**src/hdl/assert_macros.svh**
```systemverilog
// ----------------------------------------------------------------------------
// Assertion macros
// Shared concurrent assertion forms for same-cycle and next-cycle checks.
// ----------------------------------------------------------------------------
`ifndef ASSERT_MACROS_SVH
`define ASSERT_MACROS_SVH

`ifndef NO_ASSERTIONS

`define ASSERT_IMPLY(label, clk, rst, ante, cons) \
  label: assert property (@(posedge clk) disable iff (rst) (ante) |-> (cons)) \
    else $error("assertion failed");

`define ASSERT_NEXT(label, clk, rst, ante, cons) \
  label: assert property (@(posedge clk) disable iff (rst) (ante) |=> (cons)) \
    else $error("assertion failed");

`else

`define ASSERT_IMPLY(label, clk, rst, ante, cons)

`define ASSERT_NEXT(label, clk, rst, ante, cons)

`endif

`endif

```
**src/hdl/polyval_pkg.sv**
```systemverilog
// ----------------------------------------------------------------------------
// POLYVAL package
// Widths, register indexes, controller commands and the digit step function.
// ----------------------------------------------------------------------------
package polyval_pkg;

  localparam int WORD_W      = 64;
  localparam int BLOCK_W     = 2 * WORD_W;
  localparam int DIGIT_W     = 16;
  localparam int STEPS       = BLOCK_W / DIGIT_W;
  localparam int COUNT_W     = $clog2(STEPS);
  localparam int CFG_INDEX_W = 8;

  localparam logic [CFG_INDEX_W-1:0] REG_KEY_LOW  = CFG_INDEX_W'(0);
  localparam logic [CFG_INDEX_W-1:0] REG_KEY_HIGH = CFG_INDEX_W'(1);

  typedef struct packed {
    logic load;
    logic step;
    logic emit;
    logic key_low_we;
    logic key_high_we;
  } cmd_t;

  // acc * x^-16 + d * b * x^-16 mod x^128 + x^127 + x^126 + x^121 + 1
  function automatic logic [BLOCK_W-1:0] gf_step(logic [BLOCK_W-1:0] acc,
                                                 logic [DIGIT_W-1:0] d,
                                                 logic [BLOCK_W-1:0] b);
    logic [BLOCK_W+DIGIT_W-1:0] t;
    logic [DIGIT_W-1:0]         q;
    logic [BLOCK_W-1:0]         r;
    t = {{DIGIT_W{1'b0}}, acc};
    for (int i = 0; i < DIGIT_W; i++) begin
      if (d[i]) begin
        t = t ^ ({{DIGIT_W{1'b0}}, b} << i);
      end
    end
    q = t[DIGIT_W-1:0];
    r = t[BLOCK_W+DIGIT_W-1:DIGIT_W]
        ^ {q, 112'b0}
        ^ {1'b0, q, 111'b0}
        ^ {2'b0, q, 110'b0}
        ^ {7'b0, q, 105'b0};
    return r;
  endfunction

endpackage

```
**src/hdl/polyval_ctrl.sv**
```systemverilog
// ----------------------------------------------------------------------------
// POLYVAL controller
// Sequences load, eight multiply steps and digest hand-off; owns handshakes.
// ----------------------------------------------------------------------------
`include "assert_macros.svh"

module polyval_ctrl (
  input  logic                                clk,
  input  logic                                rst,
  input  logic                                in_valid,
  output logic                                in_ready,
  input  logic                                last_block,
  output logic                                out_valid,
  input  logic                                out_ready,
  input  logic                                cfg_valid,
  output logic                                cfg_ready,
  input  logic [polyval_pkg::CFG_INDEX_W-1:0] cfg_index,
  output polyval_pkg::cmd_t                   cmd
);
  import polyval_pkg::*;

  typedef enum logic [1:0] {
    S_IDLE,
    S_RUN,
    S_HOLD
  } state_t;

  state_t             state;
  logic [COUNT_W-1:0] count;
  logic               last;
  logic               out_free;

  assign in_ready  = (state == S_IDLE);
  assign cfg_ready = 1'b1;
  assign out_free  = !out_valid || out_ready;

  always_comb begin
    cmd             = '0;
    cmd.load        = in_valid && in_ready;
    cmd.step        = (state == S_RUN);
    cmd.emit        = (state == S_HOLD) && out_free;
    cmd.key_low_we  = cfg_valid && (cfg_index == REG_KEY_LOW);
    cmd.key_high_we = cfg_valid && (cfg_index == REG_KEY_HIGH);
  end

  always_ff @(posedge clk) begin
    if (rst) begin
      state     <= S_IDLE;
      count     <= '0;
      last      <= 1'b0;
      out_valid <= 1'b0;
    end else begin
      if (out_valid && out_ready && !cmd.emit) begin
        out_valid <= 1'b0;
      end
      unique case (state)
        S_IDLE: begin
          if (in_valid) begin
            last  <= last_block;
            count <= '0;
            state <= S_RUN;
          end
        end
        S_RUN: begin
          count <= count + COUNT_W'(1);
          if (count == COUNT_W'(STEPS - 1)) begin
            state <= last ? S_HOLD : S_IDLE;
          end
        end
        S_HOLD: begin
          if (out_free) begin
            out_valid <= 1'b1;
            state     <= S_IDLE;
          end
        end
        default: state <= S_IDLE;
      endcase
    end
  end

  `ASSERT_NEXT(a_busy_after_load, clk, rst, cmd.load, !in_ready)
  `ASSERT_NEXT(a_plain_block_done, clk, rst,
               cmd.step && (count == COUNT_W'(STEPS - 1)) && !last, in_ready)
  `ASSERT_NEXT(a_emit_sets_valid, clk, rst, cmd.emit, out_valid)
  `ASSERT_IMPLY(a_no_step_when_idle, clk, rst, in_ready, !cmd.step && !cmd.emit)

endmodule

```
**src/hdl/polyval_dpath.sv**
```systemverilog
// ----------------------------------------------------------------------------
// POLYVAL datapath
// Key, accumulator, operand shifter, 16-bit digit multiply and digest register.
// ----------------------------------------------------------------------------
module polyval_dpath (
  input  logic                           clk,
  input  logic                           rst,
  input  polyval_pkg::cmd_t              cmd,
  input  logic [polyval_pkg::WORD_W-1:0] block_low,
  input  logic [polyval_pkg::WORD_W-1:0] block_high,
  input  logic [polyval_pkg::WORD_W-1:0] cfg_data,
  output logic [polyval_pkg::WORD_W-1:0] digest_low,
  output logic [polyval_pkg::WORD_W-1:0] digest_high
);
  import polyval_pkg::*;

  logic [WORD_W-1:0]  key_low;
  logic [WORD_W-1:0]  key_high;
  logic [BLOCK_W-1:0] acc;
  logic [BLOCK_W-1:0] opa;
  logic [BLOCK_W-1:0] acc_next;

  assign acc_next = gf_step(acc, opa[DIGIT_W-1:0], {key_high, key_low});

  always_ff @(posedge clk) begin
    if (rst) begin
      key_low  <= '0;
      key_high <= '0;
      acc      <= '0;
    end else begin
      if (cmd.key_low_we) begin
        key_low <= cfg_data;
      end
      if (cmd.key_high_we) begin
        key_high <= cfg_data;
      end
      if (cmd.load) begin
        acc <= '0;
      end else if (cmd.step) begin
        acc <= acc_next;
      end else if (cmd.emit) begin
        acc <= '0;
      end
    end
  end

  always_ff @(posedge clk) begin
    if (cmd.load) begin
      opa <= acc ^ {block_high, block_low};
    end else if (cmd.step) begin
      opa <= opa >> DIGIT_W;
    end
    if (cmd.emit) begin
      digest_low  <= acc[WORD_W-1:0];
      digest_high <= acc[BLOCK_W-1:WORD_W];
    end
  end

endmodule

```
**src/hdl/polyval_hash_accumulator_unit.sv**
```systemverilog
// ----------------------------------------------------------------------------
// POLYVAL hash accumulator unit
// RFC 8452 POLYVAL: acc = dot(acc ^ block, key), digest emitted on last block.
// ----------------------------------------------------------------------------
//  channel  handshake             payload
//  in       in_valid/in_ready     block_low, block_high, last_block
//  out      out_valid/out_ready   digest_low, digest_high
//  cfg      cfg_valid/cfg_ready   cfg_index, cfg_data (0 key low, 1 key high)
//
//  A request is accepted in S_IDLE and runs 8 multiply steps in S_RUN; a last
//  block then moves the accumulator into the digest register from S_HOLD.
//  The 8 steps are the 16-bit digit-serial carry-less multiply with reduction.
//  Reset clears key, accumulator and all handshake state.
//  A digest waiting on out_ready holds the next last block in its hand-off
//  cycle, and the input stalls until the waiting digest is taken.
//  cfg_ready is always high; writes to other indexes are dropped.
// ----------------------------------------------------------------------------
module polyval_hash_accumulator_unit (
  input  logic                                clk,
  input  logic                                rst,
  input  logic                                in_valid,
  output logic                                in_ready,
  input  logic [polyval_pkg::WORD_W-1:0]      block_low,
  input  logic [polyval_pkg::WORD_W-1:0]      block_high,
  input  logic                                last_block,
  output logic                                out_valid,
  input  logic                                out_ready,
  output logic [polyval_pkg::WORD_W-1:0]      digest_low,
  output logic [polyval_pkg::WORD_W-1:0]      digest_high,
  input  logic                                cfg_valid,
  output logic                                cfg_ready,
  input  logic [polyval_pkg::CFG_INDEX_W-1:0] cfg_index,
  input  logic [polyval_pkg::WORD_W-1:0]      cfg_data
);
  import polyval_pkg::*;

  cmd_t cmd;

  polyval_ctrl u_ctrl (
    .clk        (clk),
    .rst        (rst),
    .in_valid   (in_valid),
    .in_ready   (in_ready),
    .last_block (last_block),
    .out_valid  (out_valid),
    .out_ready  (out_ready),
    .cfg_valid  (cfg_valid),
    .cfg_ready  (cfg_ready),
    .cfg_index  (cfg_index),
    .cmd        (cmd)
  );

  polyval_dpath u_dpath (
    .clk         (clk),
    .rst         (rst),
    .cmd         (cmd),
    .block_low   (block_low),
    .block_high  (block_high),
    .cfg_data    (cfg_data),
    .digest_low  (digest_low),
    .digest_high (digest_high)
  );

endmodule

```
**config.mk**
```make
export PLATFORM = sky130hd
export DESIGN_NAME = polyval_hash_accumulator_unit
export DESIGN_NICKNAME = d
export VERILOG_FILES = /design/src/hdl/polyval_pkg.sv /design/src/hdl/polyval_ctrl.sv /design/src/hdl/polyval_dpath.sv /design/src/hdl/polyval_hash_accumulator_unit.sv
export VERILOG_INCLUDE_DIRS = /design/src /design/src/hdl
export SDC_FILE = /design/constraint.sdc
export NUM_CORES = 2
export LEC_CHECK = 0
export BUFFER_PORTS_ARGS = -buffer_cell sky130_fd_sc_hd__buf_4
export CORE_MARGIN = 1
export CORE_UTILIZATION = 40
export DETAILED_ROUTE_END_ITERATION = 6
export PLACE_DENSITY = 0.54
export SYNTH_ARGS = -nofsm -noshare
export SYNTH_HDL_FRONTEND = slang
export SYNTH_SLANG_ARGS = --single-unit
```
**constraint.sdc**
```tcl
create_clock -name clk -period 6.1 [get_ports clk]
set_input_delay 0.915 -clock clk [delete_from_list [all_inputs] [get_ports clk]]
set_output_delay 0.915 -clock clk [all_outputs]
set_load 0.01 [all_outputs]
```
==> flow_summary_export.csv <==
group,metric,value,unit
global_route,grt_pass1_vias,38400,
floorplan,initial_core_util,0.404,
detailed_routing,viasPerCell,5.36,
power,ir_drop,164,uV
worst_setup_path,start_kind,"register",
synthesis,synth_seq_area_share,0.276,
worst_setup_path,cp-end-kind,"register",
place,routabilityCongestion,0.908,
detailed_routing,drc_errors,0,
floorplan,rows,125,
clocking,clk_pin_slew,0.06,ns
layout,mostFrequentLayoutCell,"nand2_1",
synthesis,synth_top_area_share,0.309,
sta,tns,0,ns
clocking,clock_latency,0.65,ns
layout,most-common-layout-cells,"2431 x nand2_1, 1658 x xnor2_1, 505 x xor2_1",
synthesis,synth_area_leaders,"xnor2_1 31%, nand2_1 19%, edfxtp_1 16%",
global_route,grt_max_degree,218,
layout,syn2layout_area_growth,10.7,%
clocking,clkSinkCount,519,
clocking,cts_setup_buffers,0,
clocking,cts_tree,"done",
sta,period_share,0.602,
global_route,antenna_found_initial,5,
detailed_routing,drt-pass1-iter-count,6,
clocking,htree_levels,3,
sta,fmax,272,MHz
min_path,hold-path-cell-count,2,
power,powerDensity,182,nW/um^2
place,placed_area,49800,sq um
min_path,whs_endpoint,"u_ctrl.count[2]",
detailed_routing,antenna_left,0,
worst_setup_path,cp.arrival,4.21,ns
sta,setup_viol_count_final,0,
worst_setup_path,reg2reg_depth,9,
layout,final_cell_area,52000,sq um
floorplan,core_area,116000,sq um
layout,drive_above_1_share,0.0832,
sta,relSlewSlack,0.0942,
sta,setup_slack,2.42,ns
worst_setup_path,cp_max_fo,105,
synthesis,synth_seq_cells,519,
detailed_routing,wire_per_inst,24.7,microns
sta,fin_worst_skew,0.0349,ns
place,hpwl,122000,microns
clocking,cts.path.max_buffers,3,
synthesis,synth_cell_types,31,
floorplan,die_area,119000,sq um
synthesis,synth_top_area_cell,"xnor2_1",
worst_setup_path,required,6.63,ns
detailed_routing,drt-initial-drc-count,4841,
place,portBuffers,335,
clocking,cts_buffers,66,
power,power.leakage,0.0154,uW
min_path,min_from,"u_ctrl.count[2]",
worst_setup_path,critical_path_class,"reg2reg",
layout,utilization,0.447,
clocking,cts-root-buf,"clkbuf_16",
sta,rsz0062_at_grt,"false",
layout,final_nets,6372,
worst_setup_path,r2r_start,"u_dpath.opa[1]",
floorplan,die_w,345,microns
place,post-place-ws,2.45,ns
floorplan,die_h,345,microns
clocking,postCtsHoldBufs,0,
global_route,grt_overflow_total,0,
min_path,hp-class,"reg2reg",
synthesis,synthCells,6289,
sta,hold_violations,0,
sta,drv_slew,0,
sta,worst_pin_slew,1.36,ns
run_status,status,"completed",
global_route,grt_pass1_wl,274000,microns
detailed_routing,wl,191000,microns
synthesis,syn_nets,6497,
floorplan,io_pins,337,
detailed_routing,via_count,41500,
run,drv_cap,0,
sta,period_minus_slack,3.68,ns
global_route,track_usage,0.314,
clocking,cts_resized,0,
synthesis,syn-cell-area,46900,sq um
worst_setup_path,rr_endpoint,"u_dpath.acc[119]",
synthesis,syn_area_per_cell,7.47,sq um
synthesis,yosysWarnings,0,
worst_setup_path,r2r_slack,2.42,ns
==> cells in the mapped netlist <==
master,instances
nor4b_1,1
buf_1,88
xor2_1,505
nor3_1,1
a22oi_1,115
o21ai_0,113
buf_4,1
buf_2,73
nor2b_1,5
edfxtp_1,256
nor2_1,140
xor3_1,1
clkbuf_1,430
and3_1,1
a32o_1,3
dfxtp_1,263
a211oi_1,2
ha_1,2
a21oi_1,145
nand2b_1,5
mux2_2,1
buf_6,1
and2_1,2
nand2_1,2434
xnor3_1,28
inv_1,2
nor4_1,1
nand3_1,10
or3b_1,1
xnor2_1,1658
conb_1,1
==> routing by layer <==
layer / vias to the layer above / track usage / wire (microns)
met1: 20000 / 0.425 / 79000
li1: 18900 / - / -
met4: 4 / 0.132 / 8360
met5: - / 0 / 22
met2: 2216 / 0.488 / 84200
met3: 340 / 0.0588 / 19700
==> sequential cells by signal (all words and copies together) (netlist names) <==
signal,count
u_ctrl.count,3
u_dpath.digest_high,64
u_ctrl.last,1
u_dpath.digest_low,64
u_dpath.key_high,64
u_dpath.acc,128
u_dpath.opa,128
u_ctrl.out_valid,1
u_ctrl.state,2
u_dpath.key_low,64
==> worst max path at each step <==
| stage | endpoint | start | cells after the start |
|---|---|---|---|
| floorplan | u_dpath.acc[0] | out_ready | 8 |
| global placement | u_dpath.acc[119] | u_dpath.opa[1] | 9 |
| detailed placement | u_dpath.acc[119] | u_dpath.opa[1] | 9 |
| CTS | u_dpath.acc[119] | u_dpath.opa[1] | 9 |
| global route | u_dpath.acc[125] | u_dpath.opa[1] | 9 |
| finish | u_dpath.acc[119] | u_dpath.opa[1] | 9 |
==> where the power goes <==
group,internal (uW),switching [uW],total (uW),leakage (uW)
combinational,268,1190,1450,0.00957
clock,2350,1710,4060,0.00108
sequential,3810,116,3930,0.00474
total,6430,3020,9450,0.0154
==> cells by family (layout without fill, tap and decap cells) <==
kind of cell             after synthesis  count (layout)  synth area share
AND/OR/NAND/NOR                     2601            2601             0.209
other                                  1               2         0.0000799
adder cells (fa/ha/maj)                2               2          0.000533
multiplexers                           1               1          0.000240
XOR/XNOR                            2192            2192             0.417
flip-flops                           519             519             0.276
AO/OA/AOI/OAI                        378             378            0.0469
buffers and inverters                595             520            0.0498
==> area by class of cell <==
class | instances | area, sq um
Clock buffer | 80 | 1770
Sequential cell | 519 | 13000
Tap cell | 1524 | 1910
Multi-Input combinational cell | 5175 | 31700
Timing Repair Buffer | 400 | 3170
Clock inverter | 38 | 435
Fill cell | 11600 | 64200
Antenna cell | 1 | 2.50
Inverter | 2 | 12.5
==> critical path, stage by stage (launching register included) <==
cell and delay (ns):
edfxtp_1 1.19, buf_12 0.58, nand2_1 0.15, xnor2_1 0.19
xnor2_1 0.15, xnor2_1 0.13, xnor2_1 0.30, xnor3_1 0.47
xnor2_1 0.13, a32o_1 0.22
==> metrics by stage <==
step,total power (uW),hold slack (ns),instances
after global routing,9660,0.493,7738
after detailed placement,5430,0.462,7620
after global placement,5430,0.446,7620
after CTS,9480,0.472,7738
after floorplan,4700,0.406,6289
final,9450,0.471,7739
(Power assumes the default switching activity.)
